## src/design/sentinel_packet_deframer_assert.svh

```systemverilog
// Assertion macros shared by the deframer modules.
// The enclosing module must provide clk and rst_n.
`ifndef SENTINEL_PACKET_DEFRAMER_ASSERT_SVH
`define SENTINEL_PACKET_DEFRAMER_ASSERT_SVH

`ifndef ASSERT_OFF
`define SPD_ASSERT_IMPLY(lbl, ante, cons, msg) \
  lbl: assert property (@(posedge clk) disable iff (!rst_n) (ante) |-> (cons)) \
    else $error(msg);
`define SPD_ASSERT_NEXT(lbl, ante, cons, msg) \
  lbl: assert property (@(posedge clk) disable iff (!rst_n) (ante) |=> (cons)) \
    else $error(msg);
`else
`define SPD_ASSERT_IMPLY(lbl, ante, cons, msg)
`define SPD_ASSERT_NEXT(lbl, ante, cons, msg)
`endif

`endif

```

## src/design/spd_pkg.sv

```systemverilog
`timescale 1ns / 1ps
`default_nettype none
package spd_pkg;

  localparam int unsigned MAX_PATTERN_BYTES = 8;

  localparam logic [1:0] CMD_START = 2'd0;
  localparam logic [1:0] CMD_BYTE  = 2'd1;
  localparam logic [1:0] CMD_TICK  = 2'd2;

  localparam logic ITEM_DATA = 1'b0;
  localparam logic ITEM_END  = 1'b1;

  localparam logic [1:0] CAUSE_TAIL    = 2'd0;
  localparam logic [1:0] CAUSE_LENGTH  = 2'd1;
  localparam logic [1:0] CAUSE_TIMEOUT = 2'd2;

  localparam logic [2:0] REG_HEAD     = 3'd0;
  localparam logic [2:0] REG_TAIL     = 3'd1;
  localparam logic [2:0] REG_PAT_LEN  = 3'd2;
  localparam logic [2:0] REG_USE_HEAD = 3'd3;
  localparam logic [2:0] REG_USE_TAIL = 3'd4;
  localparam logic [2:0] REG_MAX_LEN  = 3'd5;
  localparam logic [2:0] REG_TIMEOUT  = 3'd6;

  typedef struct packed {
    logic [63:0] head;
    logic [63:0] tail;
    logic [3:0]  pat_len;
    logic        use_head;
    logic        use_tail;
    logic [15:0] max_len;
    logic [23:0] timeout;
  } cfg_t;

  // Results caused by one request: up to eight data bytes, then an optional end item.
  typedef struct packed {
    logic        valid;
    logic [63:0] data;
    logic [3:0]  n_data;
    logic        has_end;
    logic [1:0]  cause;
    logic [15:0] count;
  } bundle_t;

endpackage
`default_nettype wire

```

## src/design/spd_in_if.sv

```systemverilog
`timescale 1ns / 1ps
`default_nettype none
interface spd_in_if;
  logic       valid;
  logic       ready;
  logic [1:0] command;
  logic [7:0] rx_byte;

  modport source (output valid, output command, output rx_byte, input ready);
  modport sink (input valid, input command, input rx_byte, output ready);
endinterface
`default_nettype wire

```

## src/design/spd_out_if.sv

```systemverilog
`timescale 1ns / 1ps
`default_nettype none
interface spd_out_if;
  logic        valid;
  logic        ready;
  logic        item_kind;
  logic [7:0]  data_byte;
  logic [1:0]  end_cause;
  logic [15:0] byte_count;
  logic        last;

  modport source (output valid, output item_kind, output data_byte, output end_cause,
                  output byte_count, output last, input ready);
  modport sink (input valid, input item_kind, input data_byte, input end_cause,
                input byte_count, input last, output ready);
endinterface
`default_nettype wire

```

## src/design/spd_cfg_if.sv

```systemverilog
`timescale 1ns / 1ps
`default_nettype none
interface spd_cfg_if;
  logic        valid;
  logic        ready;
  logic [2:0]  index;
  logic [63:0] wdata;

  modport source (output valid, output index, output wdata, input ready);
  modport sink (input valid, input index, input wdata, output ready);
endinterface
`default_nettype wire

```

## src/design/sentinel_packet_deframer.sv

```systemverilog
`timescale 1ns / 1ps
`default_nettype none
// Channel  Port    Dir  Contents
// input    in_ch   in   command, rx_byte
// result   out_ch  out  item_kind, data_byte, end_cause, byte_count, last
// config   cfg_ch  in   index, wdata (register write, always ready)
//
// One request is taken per cycle when its results fit behind the result register.
// A request that causes several results stalls the input while they drain;
// the next request is taken in the cycle the last of them is taken.
// Results appear in the cycle after their request; a stalled result holds its fields.
// Reset (rst_n low at a clock edge) clears the packet state and loads register defaults.
module sentinel_packet_deframer (
  input  logic      clk,
  input  logic      rst_n,
  spd_in_if.sink    in_ch,
  spd_out_if.source out_ch,
  spd_cfg_if.sink   cfg_ch
);

  spd_pkg::cfg_t    cfg;
  spd_pkg::bundle_t bundle;
  logic             take;

  spd_cfg u_cfg (
    .clk    (clk),
    .rst_n  (rst_n),
    .cfg_ch (cfg_ch),
    .cfg    (cfg)
  );

  spd_core u_core (
    .clk    (clk),
    .rst_n  (rst_n),
    .cfg    (cfg),
    .take   (take),
    .in_ch  (in_ch),
    .bundle (bundle)
  );

  spd_emit u_emit (
    .clk    (clk),
    .rst_n  (rst_n),
    .bundle (bundle),
    .take   (take),
    .out_ch (out_ch)
  );

endmodule
`default_nettype wire

```

## src/design/spd_cfg.sv

```systemverilog
`timescale 1ns / 1ps
`default_nettype none
module spd_cfg (
  input  logic          clk,
  input  logic          rst_n,
  spd_cfg_if.sink       cfg_ch,
  output spd_pkg::cfg_t cfg
);

  spd_pkg::cfg_t cfg_r;

  assign cfg_ch.ready = 1'b1;
  assign cfg          = cfg_r;

  always_ff @(posedge clk) begin
    if (!rst_n) begin
      cfg_r.head     <= 64'd0;
      cfg_r.tail     <= 64'd0;
      cfg_r.pat_len  <= 4'd1;
      cfg_r.use_head <= 1'b0;
      cfg_r.use_tail <= 1'b0;
      cfg_r.max_len  <= 16'hFFFF;
      cfg_r.timeout  <= 24'd1000;
    end else if (cfg_ch.valid && cfg_ch.ready) begin
      case (cfg_ch.index)
        spd_pkg::REG_HEAD:     cfg_r.head     <= cfg_ch.wdata;
        spd_pkg::REG_TAIL:     cfg_r.tail     <= cfg_ch.wdata;
        spd_pkg::REG_PAT_LEN:  cfg_r.pat_len  <= cfg_ch.wdata[3:0];
        spd_pkg::REG_USE_HEAD: cfg_r.use_head <= cfg_ch.wdata[0];
        spd_pkg::REG_USE_TAIL: cfg_r.use_tail <= cfg_ch.wdata[0];
        spd_pkg::REG_MAX_LEN:  cfg_r.max_len  <= cfg_ch.wdata[15:0];
        spd_pkg::REG_TIMEOUT:  cfg_r.timeout  <= cfg_ch.wdata[23:0];
        default: ;
      endcase
    end
  end

endmodule
`default_nettype wire

```

## src/design/spd_core.sv

```systemverilog
`timescale 1ns / 1ps
`default_nettype none
module spd_core (
  input  logic             clk,
  input  logic             rst_n,
  input  spd_pkg::cfg_t    cfg,
  input  logic             take,
  spd_in_if.sink           in_ch,
  output spd_pkg::bundle_t bundle
);

  localparam logic [3:0] MAX_PAT = 4'(spd_pkg::MAX_PATTERN_BYTES);

  // Last k bytes of the history, oldest in bits 7:0.
  function automatic logic [63:0] win_bytes(input logic [63:0] v, input logic [3:0] k);
    logic [6:0] sh;
    sh = {4'd8 - k, 3'b000};
    return v >> sh;
  endfunction

  logic [63:0] recent_r, recent_nxt;
  logic [15:0] cnt_r, cnt_nxt;
  logic        head_seen_r, head_seen_nxt;
  logic        recv_r, recv_nxt;
  logic [23:0] idle_r, idle_nxt;

  logic        acc;
  logic [3:0]  n;
  logic [63:0] recent_sh, win_n;
  logic [15:0] cnt_inc;
  logic [23:0] idle_inc;
  logic        hunting, head_eq, tail_eq, check_tail;
  logic        fire_end;
  logic [1:0]  cause;
  logic [3:0]  k_path, k;

  assign in_ch.ready = take;
  assign acc         = in_ch.valid && take;

  always_comb begin
    if (cfg.pat_len == 4'd0)        n = 4'd1;
    else if (cfg.pat_len > MAX_PAT) n = MAX_PAT;
    else                            n = cfg.pat_len;
  end

  assign recent_sh = {in_ch.rx_byte, recent_r[63:8]};
  assign cnt_inc   = (cnt_r == 16'hFFFF) ? cnt_r : cnt_r + 16'd1;
  assign idle_inc  = (idle_r == 24'hFFFFFF) ? idle_r : idle_r + 24'd1;
  assign hunting   = cfg.use_head && !head_seen_r;
  assign win_n     = win_bytes(recent_sh, n);

  always_comb begin
    head_eq = 1'b1;
    tail_eq = 1'b1;
    for (int i = 0; i < 8; i++) begin
      if (4'(i) < n) begin
        if (win_n[8*i +: 8] != cfg.head[8*i +: 8]) head_eq = 1'b0;
        if (win_n[8*i +: 8] != cfg.tail[8*i +: 8]) tail_eq = 1'b0;
      end
    end
  end

  always_comb begin
    recent_nxt    = recent_r;
    cnt_nxt       = cnt_r;
    head_seen_nxt = head_seen_r;
    recv_nxt      = recv_r;
    idle_nxt      = idle_r;
    fire_end      = 1'b0;
    cause         = spd_pkg::CAUSE_TAIL;
    k_path        = 4'd0;
    check_tail    = 1'b0;

    case (in_ch.command)
      spd_pkg::CMD_START: begin
        recent_nxt    = 64'd0;
        cnt_nxt       = 16'd0;
        head_seen_nxt = 1'b0;
        idle_nxt      = 24'd0;
        recv_nxt      = 1'b1;
        if (cfg.max_len == 16'd0) begin
          fire_end = 1'b1;
          cause    = spd_pkg::CAUSE_LENGTH;
        end
      end
      spd_pkg::CMD_BYTE: begin
        if (recv_r) begin
          idle_nxt   = 24'd0;
          recent_nxt = recent_sh;
          cnt_nxt    = cnt_inc;
          check_tail = 1'b1;
          if (hunting) begin
            check_tail = 1'b0;
            if (cnt_inc >= {12'd0, n}) begin
              if (head_eq) begin
                head_seen_nxt = 1'b1;
                check_tail    = 1'b1;
                k_path        = (cnt_inc < 16'd8) ? cnt_inc[3:0] : n;
              end else begin
                // drop the held bytes and hunt again
                cnt_nxt    = 16'd0;
                recent_nxt = 64'd0;
              end
            end
          end else begin
            k_path = 4'd1;
          end
          if (check_tail && cfg.use_tail && cnt_inc >= {12'd0, n} && tail_eq) begin
            fire_end = 1'b1;
            cause    = spd_pkg::CAUSE_TAIL;
          end else if (cnt_nxt >= cfg.max_len) begin
            fire_end = 1'b1;
            cause    = spd_pkg::CAUSE_LENGTH;
          end
        end
      end
      spd_pkg::CMD_TICK: begin
        if (recv_r) begin
          idle_nxt = idle_inc;
          if (idle_inc >= cfg.timeout) begin
            fire_end = 1'b1;
            cause    = spd_pkg::CAUSE_TIMEOUT;
          end
        end
      end
      default: ;
    endcase

    k = k_path;
    if (fire_end) begin
      recv_nxt = 1'b0;
      // flush bytes still held for the head check
      if (cfg.use_head && !head_seen_nxt && cnt_nxt < 16'd8) k = cnt_nxt[3:0];
    end
  end

  always_comb begin
    bundle.valid   = acc && (fire_end || k != 4'd0);
    bundle.data    = win_bytes(recent_nxt, k);
    bundle.n_data  = k;
    bundle.has_end = fire_end;
    bundle.cause   = cause;
    bundle.count   = cnt_nxt;
  end

  always_ff @(posedge clk) begin
    if (!rst_n) begin
      recent_r    <= 64'd0;
      cnt_r       <= 16'd0;
      head_seen_r <= 1'b0;
      recv_r      <= 1'b0;
      idle_r      <= 24'd0;
    end else if (acc) begin
      recent_r    <= recent_nxt;
      cnt_r       <= cnt_nxt;
      head_seen_r <= head_seen_nxt;
      recv_r      <= recv_nxt;
      idle_r      <= idle_nxt;
    end
  end

`include "sentinel_packet_deframer_assert.svh"

  `SPD_ASSERT_NEXT(a_end_closes_packet, bundle.valid && bundle.has_end, !recv_r, "end item left packet open")
  `SPD_ASSERT_IMPLY(a_idle_silent, acc && !recv_r && (in_ch.command != spd_pkg::CMD_START), !bundle.valid, "result while idle")

endmodule
`default_nettype wire

```

## src/design/spd_emit.sv

```systemverilog
`timescale 1ns / 1ps
`default_nettype none
module spd_emit (
  input  logic             clk,
  input  logic             rst_n,
  input  spd_pkg::bundle_t bundle,
  output logic             take,
  spd_out_if.source        out_ch
);

  logic        valid_r;
  logic [63:0] data_r;
  logic [3:0]  n_r;
  logic        has_end_r;
  logic [1:0]  cause_r;
  logic [15:0] count_r;
  logic        is_end, is_last, fire;

  assign is_end  = (n_r == 4'd0);
  assign is_last = is_end || (n_r == 4'd1 && !has_end_r);
  assign fire    = out_ch.valid && out_ch.ready;
  assign take    = !valid_r || (out_ch.ready && is_last);

  assign out_ch.valid      = valid_r;
  assign out_ch.item_kind  = is_end ? spd_pkg::ITEM_END : spd_pkg::ITEM_DATA;
  assign out_ch.data_byte  = is_end ? 8'd0 : data_r[7:0];
  assign out_ch.end_cause  = is_end ? cause_r : spd_pkg::CAUSE_TAIL;
  assign out_ch.byte_count = is_end ? count_r : 16'd0;
  assign out_ch.last       = is_last;

  always_ff @(posedge clk) begin
    if (!rst_n) begin
      valid_r   <= 1'b0;
      n_r       <= 4'd0;
      has_end_r <= 1'b0;
    end else if (bundle.valid) begin
      valid_r   <= 1'b1;
      n_r       <= bundle.n_data;
      has_end_r <= bundle.has_end;
    end else if (fire) begin
      if (is_last) valid_r <= 1'b0;
      if (!is_end) n_r <= n_r - 4'd1;
    end
  end

  always_ff @(posedge clk) begin
    if (bundle.valid) begin
      data_r  <= bundle.data;
      cause_r <= bundle.cause;
      count_r <= bundle.count;
    end else if (fire && !is_end) begin
      // advance to the next held byte
      data_r <= {8'd0, data_r[63:8]};
    end
  end

`include "sentinel_packet_deframer_assert.svh"

  `SPD_ASSERT_IMPLY(a_end_pending, valid_r && (n_r == 4'd0), has_end_r, "empty result set")
  `SPD_ASSERT_IMPLY(a_byte_count_range, valid_r, n_r <= 4'd8, "too many held bytes")
  `SPD_ASSERT_NEXT(a_drop_after_last, fire && is_last && !bundle.valid, !valid_r, "result repeated")

endmodule
`default_nettype wire

```

## src/flat_wrapper.sv

```systemverilog
// flat-port wrapper written by rule: the top's interface ports become plain ports
module sentinel_packet_deframer_flat 
  (clk, rst_n, in_ch_valid, in_ch_command, in_ch_rx_byte, in_ch_ready, out_ch_valid, out_ch_item_kind, out_ch_data_byte, out_ch_end_cause, out_ch_byte_count, out_ch_last, out_ch_ready, cfg_ch_valid, cfg_ch_index, cfg_ch_wdata, cfg_ch_ready);
  spd_in_if in_ch_i ();
  spd_out_if out_ch_i ();
  spd_cfg_if cfg_ch_i ();
  input  logic clk;
  input  logic rst_n;
  input wire logic [$bits(in_ch_i.valid)-1:0] in_ch_valid;
  input wire logic [$bits(in_ch_i.command)-1:0] in_ch_command;
  input wire logic [$bits(in_ch_i.rx_byte)-1:0] in_ch_rx_byte;
  output wire logic [$bits(in_ch_i.ready)-1:0] in_ch_ready;
  output wire logic [$bits(out_ch_i.valid)-1:0] out_ch_valid;
  output wire logic [$bits(out_ch_i.item_kind)-1:0] out_ch_item_kind;
  output wire logic [$bits(out_ch_i.data_byte)-1:0] out_ch_data_byte;
  output wire logic [$bits(out_ch_i.end_cause)-1:0] out_ch_end_cause;
  output wire logic [$bits(out_ch_i.byte_count)-1:0] out_ch_byte_count;
  output wire logic [$bits(out_ch_i.last)-1:0] out_ch_last;
  input wire logic [$bits(out_ch_i.ready)-1:0] out_ch_ready;
  input wire logic [$bits(cfg_ch_i.valid)-1:0] cfg_ch_valid;
  input wire logic [$bits(cfg_ch_i.index)-1:0] cfg_ch_index;
  input wire logic [$bits(cfg_ch_i.wdata)-1:0] cfg_ch_wdata;
  output wire logic [$bits(cfg_ch_i.ready)-1:0] cfg_ch_ready;
  assign in_ch_i.valid = in_ch_valid;
  assign in_ch_i.command = in_ch_command;
  assign in_ch_i.rx_byte = in_ch_rx_byte;
  assign in_ch_ready = in_ch_i.ready;
  assign out_ch_valid = out_ch_i.valid;
  assign out_ch_item_kind = out_ch_i.item_kind;
  assign out_ch_data_byte = out_ch_i.data_byte;
  assign out_ch_end_cause = out_ch_i.end_cause;
  assign out_ch_byte_count = out_ch_i.byte_count;
  assign out_ch_last = out_ch_i.last;
  assign out_ch_i.ready = out_ch_ready;
  assign cfg_ch_i.valid = cfg_ch_valid;
  assign cfg_ch_i.index = cfg_ch_index;
  assign cfg_ch_i.wdata = cfg_ch_wdata;
  assign cfg_ch_ready = cfg_ch_i.ready;
  sentinel_packet_deframer u_core (.clk(clk), .rst_n(rst_n), .in_ch(in_ch_i), .out_ch(out_ch_i), .cfg_ch(cfg_ch_i));
endmodule
```

## config.mk

```make
export PLATFORM = sky130hd
export DESIGN_NAME = sentinel_packet_deframer_flat
export DESIGN_NICKNAME = d
export VERILOG_FILES = /design/src/design/spd_pkg.sv /design/src/design/spd_in_if.sv /design/src/design/spd_out_if.sv /design/src/design/spd_cfg_if.sv /design/src/design/sentinel_packet_deframer.sv /design/src/design/spd_cfg.sv /design/src/design/spd_core.sv /design/src/design/spd_emit.sv /design/src/flat_wrapper.sv
export VERILOG_INCLUDE_DIRS = /design/src /design/src/design
export SDC_FILE = /design/constraint.sdc
export NUM_CORES = 1
export LEC_CHECK = 0
export BUFFER_PORTS_ARGS = -buffer_cell sky130_fd_sc_hd__buf_2
export CORE_AREA = 5 5 255 257
export DETAILED_ROUTE_END_ITERATION = 7
export DIE_AREA = 0 0 260 262
export GPL_TIMING_DRIVEN = 0
export SLEW_MARGIN = 15
export SYNTH_ARGS = -nofsm -noshare
export SYNTH_HDL_FRONTEND = slang
export SYNTH_HIERARCHICAL = 1
export SYNTH_SLANG_ARGS = --single-unit
export TNS_END_PERCENT = 20
```

## constraint.sdc

```tcl
create_clock -name clk -period 14.59 [get_ports clk]
set_clock_uncertainty 0.05 [all_clocks]
set_input_delay 0.7295 -clock clk [delete_from_list [all_inputs] [get_ports clk]]
set_output_delay 0.7295 -clock clk [all_outputs]
set_load 0.01 [all_outputs]
```

==> results of run 1 <==
==> sequential cells by signal, indices dropped and copies added, names as in the netlist <==
name / count
u_core/u_emit/out_ch.valid: 1
u_core/u_core/idle_r: 24
u_core/u_emit/count_r: 16
u_core/u_core/cnt_r: 16
u_core/u_emit/has_end_r: 1
u_core/u_core/head_seen_r: 1
u_core/u_emit/n_r: 4
u_core/u_core/recv_r: 1
u_core/u_cfg/cfg: 174
u_core/u_core/recent_r: 64
u_core/u_emit/cause_r: 2
u_core/u_emit/data_r: 64
==> cell usage in the layout, fill, tap and decap left out, types with 38 or more instances in the layout <==
master,n
mux2_2,73
nor2b_1,139
mux2i_1,228
nand2b_1,38
edfxtp_1,82
xor2_1,49
clkbuf_16,44
nor3_1,51
and2_1,82
buf_2,148
clkbuf_1,154
o21ai_0,118
ha_1,55
nor2_1,131
inv_1,78
nand3_1,57
xnor2_1,70
nand2_1,379
a22oi_1,98
a21oi_1,90
dfxtp_1,286
a22o_1,45
==> area by class of cell <==
class	count	area [um^2]
inverter	82	308
clock inverter	21	327
antenna	2	5.00
clock buffer	56	1240
tap	846	1060
fill	6154	34500
timing repair buffer	117	629
buffer	231	1150
multi-input combinational	2189	15100
sequential	368	8190
==> stage by stage <==
| stage | setup TNS, ps | hold WS, ps |
|---|---|---|
| 2_1_floorplan | 0 | 381 |
| 3_3_place_gp | -216650 | 394 |
| 3_5_place_dp | -963 | 400 |
| 4_1_cts | 0 | 320 |
| 5_1_grt | 0 | 354 |
| 6_report | 0 | 349 |
==> cells by family (layout without fill, tap and decap cells) <==
logic type               count (synthesis)  count (layout)
AND/OR/NAND/NOR                       1041            1041
other                                    1               3
XOR/XNOR                               121             121
flip-flops                             368             368
AO/OA/AOI/OAI                          658             658
adder cells (fa/ha/maj)                 55              55
multiplexers                           313             313
buffers and inverters                  313             507
==> cell usage after synthesis, types with 13 or more instances <==
master and number:
mux2_2 73, a21boi_0 17, nor2b_1 139, and3_1 21
a22o_1 45, and2_1 82, nor4_1 23, nand2_1 379
buf_1 13, o21ai_0 119, nor3_1 51, a31oi_1 24
o32ai_1 14, o21a_1 17, nor2_1 131, edfxtp_1 82
nand2b_1 38, xnor2_1 70, o211ai_1 30, a21oi_1 90
o21ai_1 20, xor2_1 49, mux2i_1 228, nand3_1 57
a21o_1 27, nand4_1 32, buf_2 37, a211oi_1 19
ha_1 55, inv_1 78, or3_1 16, a22oi_1 98
o221ai_1 13, dfxtp_1 286, clkbuf_1 153
==> worst reg2reg max path, delay by kind of cell (launching register included) <==
family / cells / cell delay (ps)
adder cells (fa/ha/maj): 3 / 1010
multiplexers: 1 / 300
XOR/XNOR: 1 / 150
AND/OR/NAND/NOR: 10 / 2050
flip-flops: 1 / 570
AO/OA/AOI/OAI: 16 / 4410
buffers and inverters: 16 / 5320
==> how the worst max path moves through the flow <==
stage | startpoint | cells after the start | endpoint
6_report | u_core/u_cfg/cfg[45] | 47 | u_core/u_emit/data_r[15]
5_1_grt | u_core/u_cfg/cfg[45] | 46 | u_core/u_emit/data_r[4]
4_1_cts | u_core/u_cfg/cfg[43] | 44 | u_core/u_emit/data_r[5]
3_5_place_dp | u_core/u_cfg/cfg[43] | 45 | u_core/u_emit/data_r[4]
3_3_place_gp | u_core/u_cfg/cfg[43] | 43 | u_core/u_emit/data_r[0]
2_1_floorplan | u_core/u_cfg/cfg[43] | 43 | u_core/u_emit/data_r[0]
==> power groups by stage <==
stage / Sequential, mW / Clock, mW / Combinational, mW
after floorplan: 1.08 / 0 / 0.179
after global placement: 1.09 / 0 / 0.286
after detailed placement: 1.09 / 0 / 0.291
after CTS: 1.07 / 1.22 / 0.292
after global routing: 1.07 / 1.26 / 0.316
final: 1.07 / 1.19 / 0.300
==> timing repair <==
item	CTS	global route
buffers inserted	0	2
hold buffers	0	0
pin swaps	0	1
setup endpoints to repair	14	117
resized for setup	1	4
==> layer usage <==
layer  track usage (%)  vias up
met5                 0        -
met4              14.6        0
met3              4.61      231
met2              45.1      989
met1              36.2    11300
li1                  -    10700
==> out/summary.json, run 1 <==
{
  "status": "finished, final reports clean",
  "clk_latency_ps": 600,
  "cp_common_cell": "clkbuf_1",
  "pre_cts_slack_ps": -103,
  "grtUsageTotal_pct": 27.9,
  "timing.critical_path.slowest_stage_cell": "a2111oi_0",
  "swShare_pct": 26.6,
  "final_layout_size_suffix_gt1_share_pct": 12.5,
  "grt_setup_unrepaired": "no",
  "maximum_number_of_pins_on_one_net_before_global_route_repair": 28,
  "path_max_fanout": 10,
  "post_dp_cell_area_um2": 26400,
  "cts_num_sinks": 368,
  "route.detailed.vias_per_inst": 5.94,
  "timing.final.crit_share_pct": 96.6,
  "relSlewSlack_pct": 17.9,
  "drc": 0,
  "cts.htree.levels": 2,
  "worst_setup_path_start_kind": "flip-flop",
  "maxcap_viol_count": 0,
  "pwr_density_cell_nw_per_um2": 91.4,
  "dr_total_vias": 23200,
  "leakagePower_nw": 11.0,
  "layout.cell_area.non_filler_um2": 28000,
  "drtAntennaViolNets": 0,
  "holdPathStages": 3,
  "share_seq_of_total_power_pct": 41.6,
  "min_from": "cfg_ch_wdata[35]",
  "rr_worst_depth": 47,
  "routed_length_on_met1_mm": 41.8,
  "synth_cells": 2870,
  "proportion_of_synthesized_area_in_mux_cells_pct": 13.7,
  "timing.critical_path.max_delay_family": "buffers and inverters",
  "setup.worst_path.end_class": "flip-flop",
  "hold_end": "u_core/u_cfg/cfg[145]",
  "timing_hold_violations_final": 0,
  "worst-path-buf-inv": 16,
  "wire_length_of_the_first_global_routing_pass_mm": 147,
  "synth-seq-cells": 368,
  "top_signal_layer_used": "met4",
  "synth_fa_ha_area_share_pct": 2.79,
  "largest_family_of_logic_cells_by_synthesized_area": "simple AND/OR/NAND/NOR gates",
  "setup_slack_ps": 492,
  "floorplan.die_area_um2": 68100,
  "clk_path_buf_depth": 3,
  "postRouteWirelength_mm": 98.5,
  "final_core_util_pct": 44.8,
  "synth.largest_area_cell": "dfxtp_1",
  "crit_required_ps": 14880,
  "tritoncts_clock_tree": "built",
  "chipHeight_um": 262,
  "ys.flop_type": "dfxtp_1",
  "synthesis.area_um2": 24700,
  "clock_pin_transition_on_the_worst_setup_and_hold_timing_paths_ps": 60,
  "dieWidth_um": 260,
  "totalPowerFinal_mw": 2.56,
  "switchingPower_mw": 0.682,
  "critical_path.reg2reg.endpoint": "u_core/u_emit/data_r[15]",
  "hpwl_mm": 76.4,
  "max_freq_mhz": 70.9,
  "place.port_buffers": 111,
  "finalWorstPathRequiredPeriod_ps": 14100,
  "worst-setup-path-type": "flip-flop to flip-flop",
  "cts_inserted_buffers": 43,
  "synth_compound_gate_area_share_pct": 18.8,
  "instances_no_fill": 3912,
  "globalplace.congestion": 1.07,
  "r2r_setup_slack_ps": 490,
  "post-synth-top-area-fraction_pct": 23.2,
  "wl_met3_mm": 6.49,
  "drt_first_pass_iters": 6,
  "antenna_found_initial": 1,
  "internal_power_mw": 1.88,
  "synth.yosys.warnings": 6,
  "drt_iter0_markers": 2237,
  "synth-xor-area-share_pct": 4.35,
  "post_synth_and_or_nand_nor_area_fraction_pct": 21.4,
  "placeableCoreArea_um2": 62500,
  "finalSetupViolations": 0,
  "synth-async-reset-ratio_pct": 0,
  "pwr-share-clk_pct": 46.6,
  "syn_avg_cell_area_um2": 8.61,
  "synth.lib_cells_used.distinct": 103,
  "detailroute.wirelength.met2_mm": 44.5,
  "finalNetCount": 3169,
  "syn-num-nets": 3007,
  "grt_pass1_vias": 22900,
  "post-place-cells": 3831,
  "io_pins": 113,
  "wl_per_cell_um": 25.2,
  "crit_path_max_incr_delay_ps": 700,
  "grt_overflow": 0,
  "std_cell_rows": 92,
  "synth_sequential_area_ratio_pct": 33.1,
  "p_comb_share_pct": 11.7,
  "synth_edf_count": 82,
  "starting_density_of_the_core_pct": 39.5,
  "clock_tree.root_cell": "clkbuf_16",
  "data_arrival_time_of_the_critical_path_ps": 14390,
  "timing.hold.worst.class": "primary input to flip-flop",
  "timing.final.max_slew_violations": 0,
  "worst_ir_drop_vdd_uv": 101,
  "crit-reg2reg-launch": "u_core/u_cfg/cfg[45]",
  "worst_slew_pin_slew_ps": 1200,
  "areaGrowthSynthToFinish_pct": 13.3,
  "synth_top_cells_by_area": "dfxtp_1 23%, edfxtp_1 10%, mux2i_1 9.2%"
}
No activity file was read; power rests on OpenSTA's default activity.
==> inputs of run 2 (changes only) <==
CELL_PAD_IN_SITES_DETAIL_PLACEMENT = 1   (was default)
CELL_PAD_IN_SITES_GLOBAL_PLACEMENT = 2   (was default)
CORE_AREA = 5 5 258 260   (was 5 5 255 257)
DIE_AREA = 0 0 263 265   (was 0 0 260 262)
PLACE_DENSITY_LB_ADDON = 0.1   (was default)
==> run 2 against run 1 <==
  * Routed wire length grew 5.3%
  * Clock power shrank 6%
  * Sequential cell count is the same
  * Cell area shrank 0.30%
  * Sequential share of layout area grew 0.089 points
  * Core utilization shrank 1.1 points
  * Largest cell class unchanged
==> out/summary.json, run 2 (synthesized netlist as in run 1, its figures left out) <==
{
  "drc": {"value": 0, "change": "unchanged"},
  "status": {"value": "finished, final reports clean", "change": "unchanged"},
  "worst-setup-path-type": {"value": "flip-flop to flip-flop", "change": "unchanged"},
  "placeableCoreArea": {"value": 63900, "unit": "um^2", "change": "was 62500 um^2"},
  "areaGrowthSynthToFinish": {"value": 13.0, "unit": "%", "change": "was 13.3%"},
  "wl_met3": {"value": 4.04, "unit": "mm", "change": "was 6.49 mm"},
  "grt_overflow": {"value": 0, "change": "unchanged"},
  "crit_path_max_incr_delay": {"value": 600, "unit": "ps", "change": "was 700 ps"},
  "finalWorstPathRequiredPeriod": {"value": 13880, "unit": "ps", "change": "was 14100 ps"},
  "timing.critical_path.slowest_stage_cell": {"value": "clkbuf_1", "change": "was a2111oi_0"},
  "worst_slew_pin_slew": {"value": 1120, "unit": "ps", "change": "was 1200 ps"},
  "maxcap_viol_count": {"value": 0, "change": "unchanged"},
  "io_pins": {"value": 113, "change": "unchanged"},
  "worst_setup_path_start_kind": {"value": "flip-flop", "change": "unchanged"},
  "timing.hold.worst.class": {"value": "primary input to flip-flop", "change": "unchanged"},
  "std_cell_rows": {"value": 93, "change": "was 92"},
  "wire_length_of_the_first_global_routing_pass": {"value": 154, "unit": "mm", "change": "was 147 mm"},
  "final_core_util": {"value": 43.7, "unit": "%", "change": "was 44.8%"},
  "crit-reg2reg-launch": {"value": "u_core/u_cfg/cfg[43]", "change": "was u_core/u_cfg/cfg[45]"},
  "drt_first_pass_iters": {"value": 5, "change": "was 6"},
  "dr_total_vias": {"value": 23100, "change": "was 23.2k"},
  "starting_density_of_the_core": {"value": 38.7, "unit": "%", "change": "was 39.5%"},
  "num_antenna_cells": {"value": 0, "change": "was 2"},
  "finalNetCount": {"value": 3168, "change": "was 3169"},
  "flip_flop_count_of_the_largest_register_after_layout": {"value": 174, "change": "unchanged"},
  "clk_latency": {"value": 580, "unit": "ps", "change": "was 600 ps"},
  "worst_setup_path_startpoint": {"value": "u_core/u_cfg/cfg[43]", "change": "was u_core/u_cfg/cfg[45]"},
  "post-cts-setup-buffers": {"value": 0, "change": "unchanged"},
  "grtUsageTotal": {"value": 28.3, "unit": "%", "change": "was 27.9%"},
  "totalNegativeSetupSlack": {"value": 0, "unit": "ps", "change": "unchanged"},
  "n_fill_cell": {"value": 7540, "change": "was 6154"},
  "timing_hold_violations_final": {"value": 0, "change": "unchanged"},
  "pwr_density_cell": {"value": 88.8, "unit": "nW/um^2", "change": "was 91.4 nW/um^2"},
  "finalSetupViolations": {"value": 0, "change": "unchanged"},
  "cts_inserted_buffers": {"value": 44, "change": "was 43"},
  "postRouteWirelength": {"value": 104, "unit": "mm", "change": "was 98.5 mm"},
  "grt_setup_unrepaired": {"value": "no", "change": "unchanged"},
  "post_cts_resized": {"value": 2, "change": "was 1"},
  "setup.worst_path.end_class": {"value": "flip-flop", "change": "unchanged"},
  "clock_pin_transition_on_the_worst_setup_and_hold_timing_paths": {"value": 60, "unit": "ps", "change": "about the same"},
  "data_arrival_time_of_the_critical_path": {"value": 14160, "unit": "ps", "change": "was 14390 ps"},
  "timing.final.crit_share": {"value": 95.2, "unit": "%", "change": "was 96.6%"},
  "maximum_number_of_pins_on_one_net_before_global_route_repair": {"value": 27, "change": "was 28"},
  "floorplan.die_area": {"value": 69700, "unit": "um^2", "change": "was 68100 um^2"},
  "cts_hold_buf": {"value": 0, "change": "unchanged"},
  "layout.cells.most_common": {"value": "nand2_1", "change": "unchanged"},
  "top_signal_layer_used": {"value": "met5", "change": "was met4"},
  "clk_path_buf_depth": {"value": 3, "change": "unchanged"},
  "place.port_buffers": {"value": 111, "change": "unchanged"},
  "leakagePower": {"value": 11.0, "unit": "nW", "change": "about the same"},
  "hpwl": {"value": 81.4, "unit": "mm", "change": "was 76.4 mm"},
  "relSlewSlack": {"value": 24.4, "unit": "%", "change": "was 17.9%"},
  "routed_length_on_met1": {"value": 46.2, "unit": "mm", "change": "was 41.8 mm"},
  "crit_required": {"value": 14870, "unit": "ps", "change": "was 14880 ps"},
  "cp_common_cell": {"value": "a21o_1", "change": "was clkbuf_1"},
  "detailroute.wirelength.met2": {"value": 49.2, "unit": "mm", "change": "was 44.5 mm"},
  "timing.final.max_slew_violations": {"value": 0, "change": "unchanged"},
  "route.detailed.vias_per_inst": {"value": 5.90, "change": "was 5.94"},
  "mostFrequentLayoutCells": {"value": "379 x nand2_1, 286 x dfxtp_1, 228 x mux2i_1, 158 x clkbuf_1, 150 x buf_2", "change": "was 379 x nand2_1, 286 x dfxtp_1, 228 x mux2i_1, 154 x clkbuf_1, 148 x buf_2"},
  "antenna_found_initial": {"value": 1, "change": "unchanged"},
  "cts_num_sinks": {"value": 368, "change": "unchanged"},
  "min_from": {"value": "cfg_ch_wdata[26]", "change": "was cfg_ch_wdata[35]"},
  "path_max_fanout": {"value": 10, "change": "unchanged"},
  "drt_iter0_markers": {"value": 1643, "change": "was 2237"},
  "final_layout_size_suffix_gt1_share": {"value": 12.6, "unit": "%", "change": "was 12.5%"},
  "dieWidth": {"value": 263, "unit": "um", "change": "was 260 um"},
  "globalplace.congestion": {"value": 0.956, "change": "was 1.07"},
  "drtAntennaViolNets": {"value": 0, "change": "unchanged"},
  "grt_pass1_vias": {"value": 24000, "change": "was 22.9k"},
  "worst_ir_drop_vdd": {"value": 92.2, "unit": "uV", "change": "was 101 uV"},
  "tritoncts_clock_tree": {"value": "built", "change": "unchanged"},
  "wl_per_cell": {"value": 26.4, "unit": "um", "change": "was 25.2 um"},
  "cts.htree.levels": {"value": 2, "change": "unchanged"},
  "max_freq": {"value": 72.0, "unit": "MHz", "change": "was 70.9 MHz"},
  "clock_tree.root_cell": {"value": "clkbuf_16", "change": "unchanged"},
  "chipHeight": {"value": 265, "unit": "um", "change": "was 262 um"}
}
-- run 2: routing by layer --
metal | GRT usage [%] | up-vias
met1 | 37.1 | 11700
met4 | 9.97 | 2
met5 | 0 | -
met2 | 48.7 | 583
li1 | - | 10700
met3 | 3.23 | 195
-- run 2: report_power, final --
part	total, mW	switching, mW	internal [mW]
registers	1.07	0.0138	1.05
clock network	1.12	0.453	0.663
logic	0.297	0.198	0.0998
-- run 2: per-stage QoR --
step | power, mW | instance area (um^2) | std cells | hold WS [ps] | worst slack (ps)
2_1_floorplan | 1.26 | 24700 | 2870 | 381 | 2580
3_3_place_gp | 1.37 | 26300 | 3836 | 397 | -3990
3_5_place_dp | 1.38 | 26400 | 3840 | 405 | -602
4_1_cts | 2.51 | 27900 | 3920 | 330 | 36.7
5_1_grt | 2.57 | 27900 | 3920 | 370 | 33.8
6_report | 2.48 | 27900 | 3920 | 373 | 707
-- run 2: worst paths after layout --
| kind | slack (ps) | cells past startpoint | endpoint |
|---|---|---|---|
| hold / removal | 370 | 3 | u_core/u_cfg/cfg[136] |
| setup / recovery | 710 | 45 | u_core/u_emit/data_r[4] |
| hold reg to reg | 410 | 2 | u_core/u_cfg/cfg[22] |
| setup reg to reg | 710 | 45 | u_core/u_emit/data_r[4] |
-- run 2: critical path: cells and delay by family (launching register included) --
kind / cells / cell delay (ps)
flops: 1 / 330
buf+inv: 13 / 4710
xor+xnor: 2 / 370
fa+ha+maj: 3 / 1080
compound gates: 20 / 5230
simple gates: 6 / 1500
mux: 1 / 300
-- run 2: cell type report --
class	instances	area (um^2)	area share [%]
timing repair buffer	115	601	2.15
clock inverter	17	191	0.686
inverter	82	308	1.10
clock buffer	63	1270	4.57
sequential	368	8190	29.3
buffer	231	1150	4.13
multi-input combinational	2189	15100	54.2
tap	855	1070	3.83
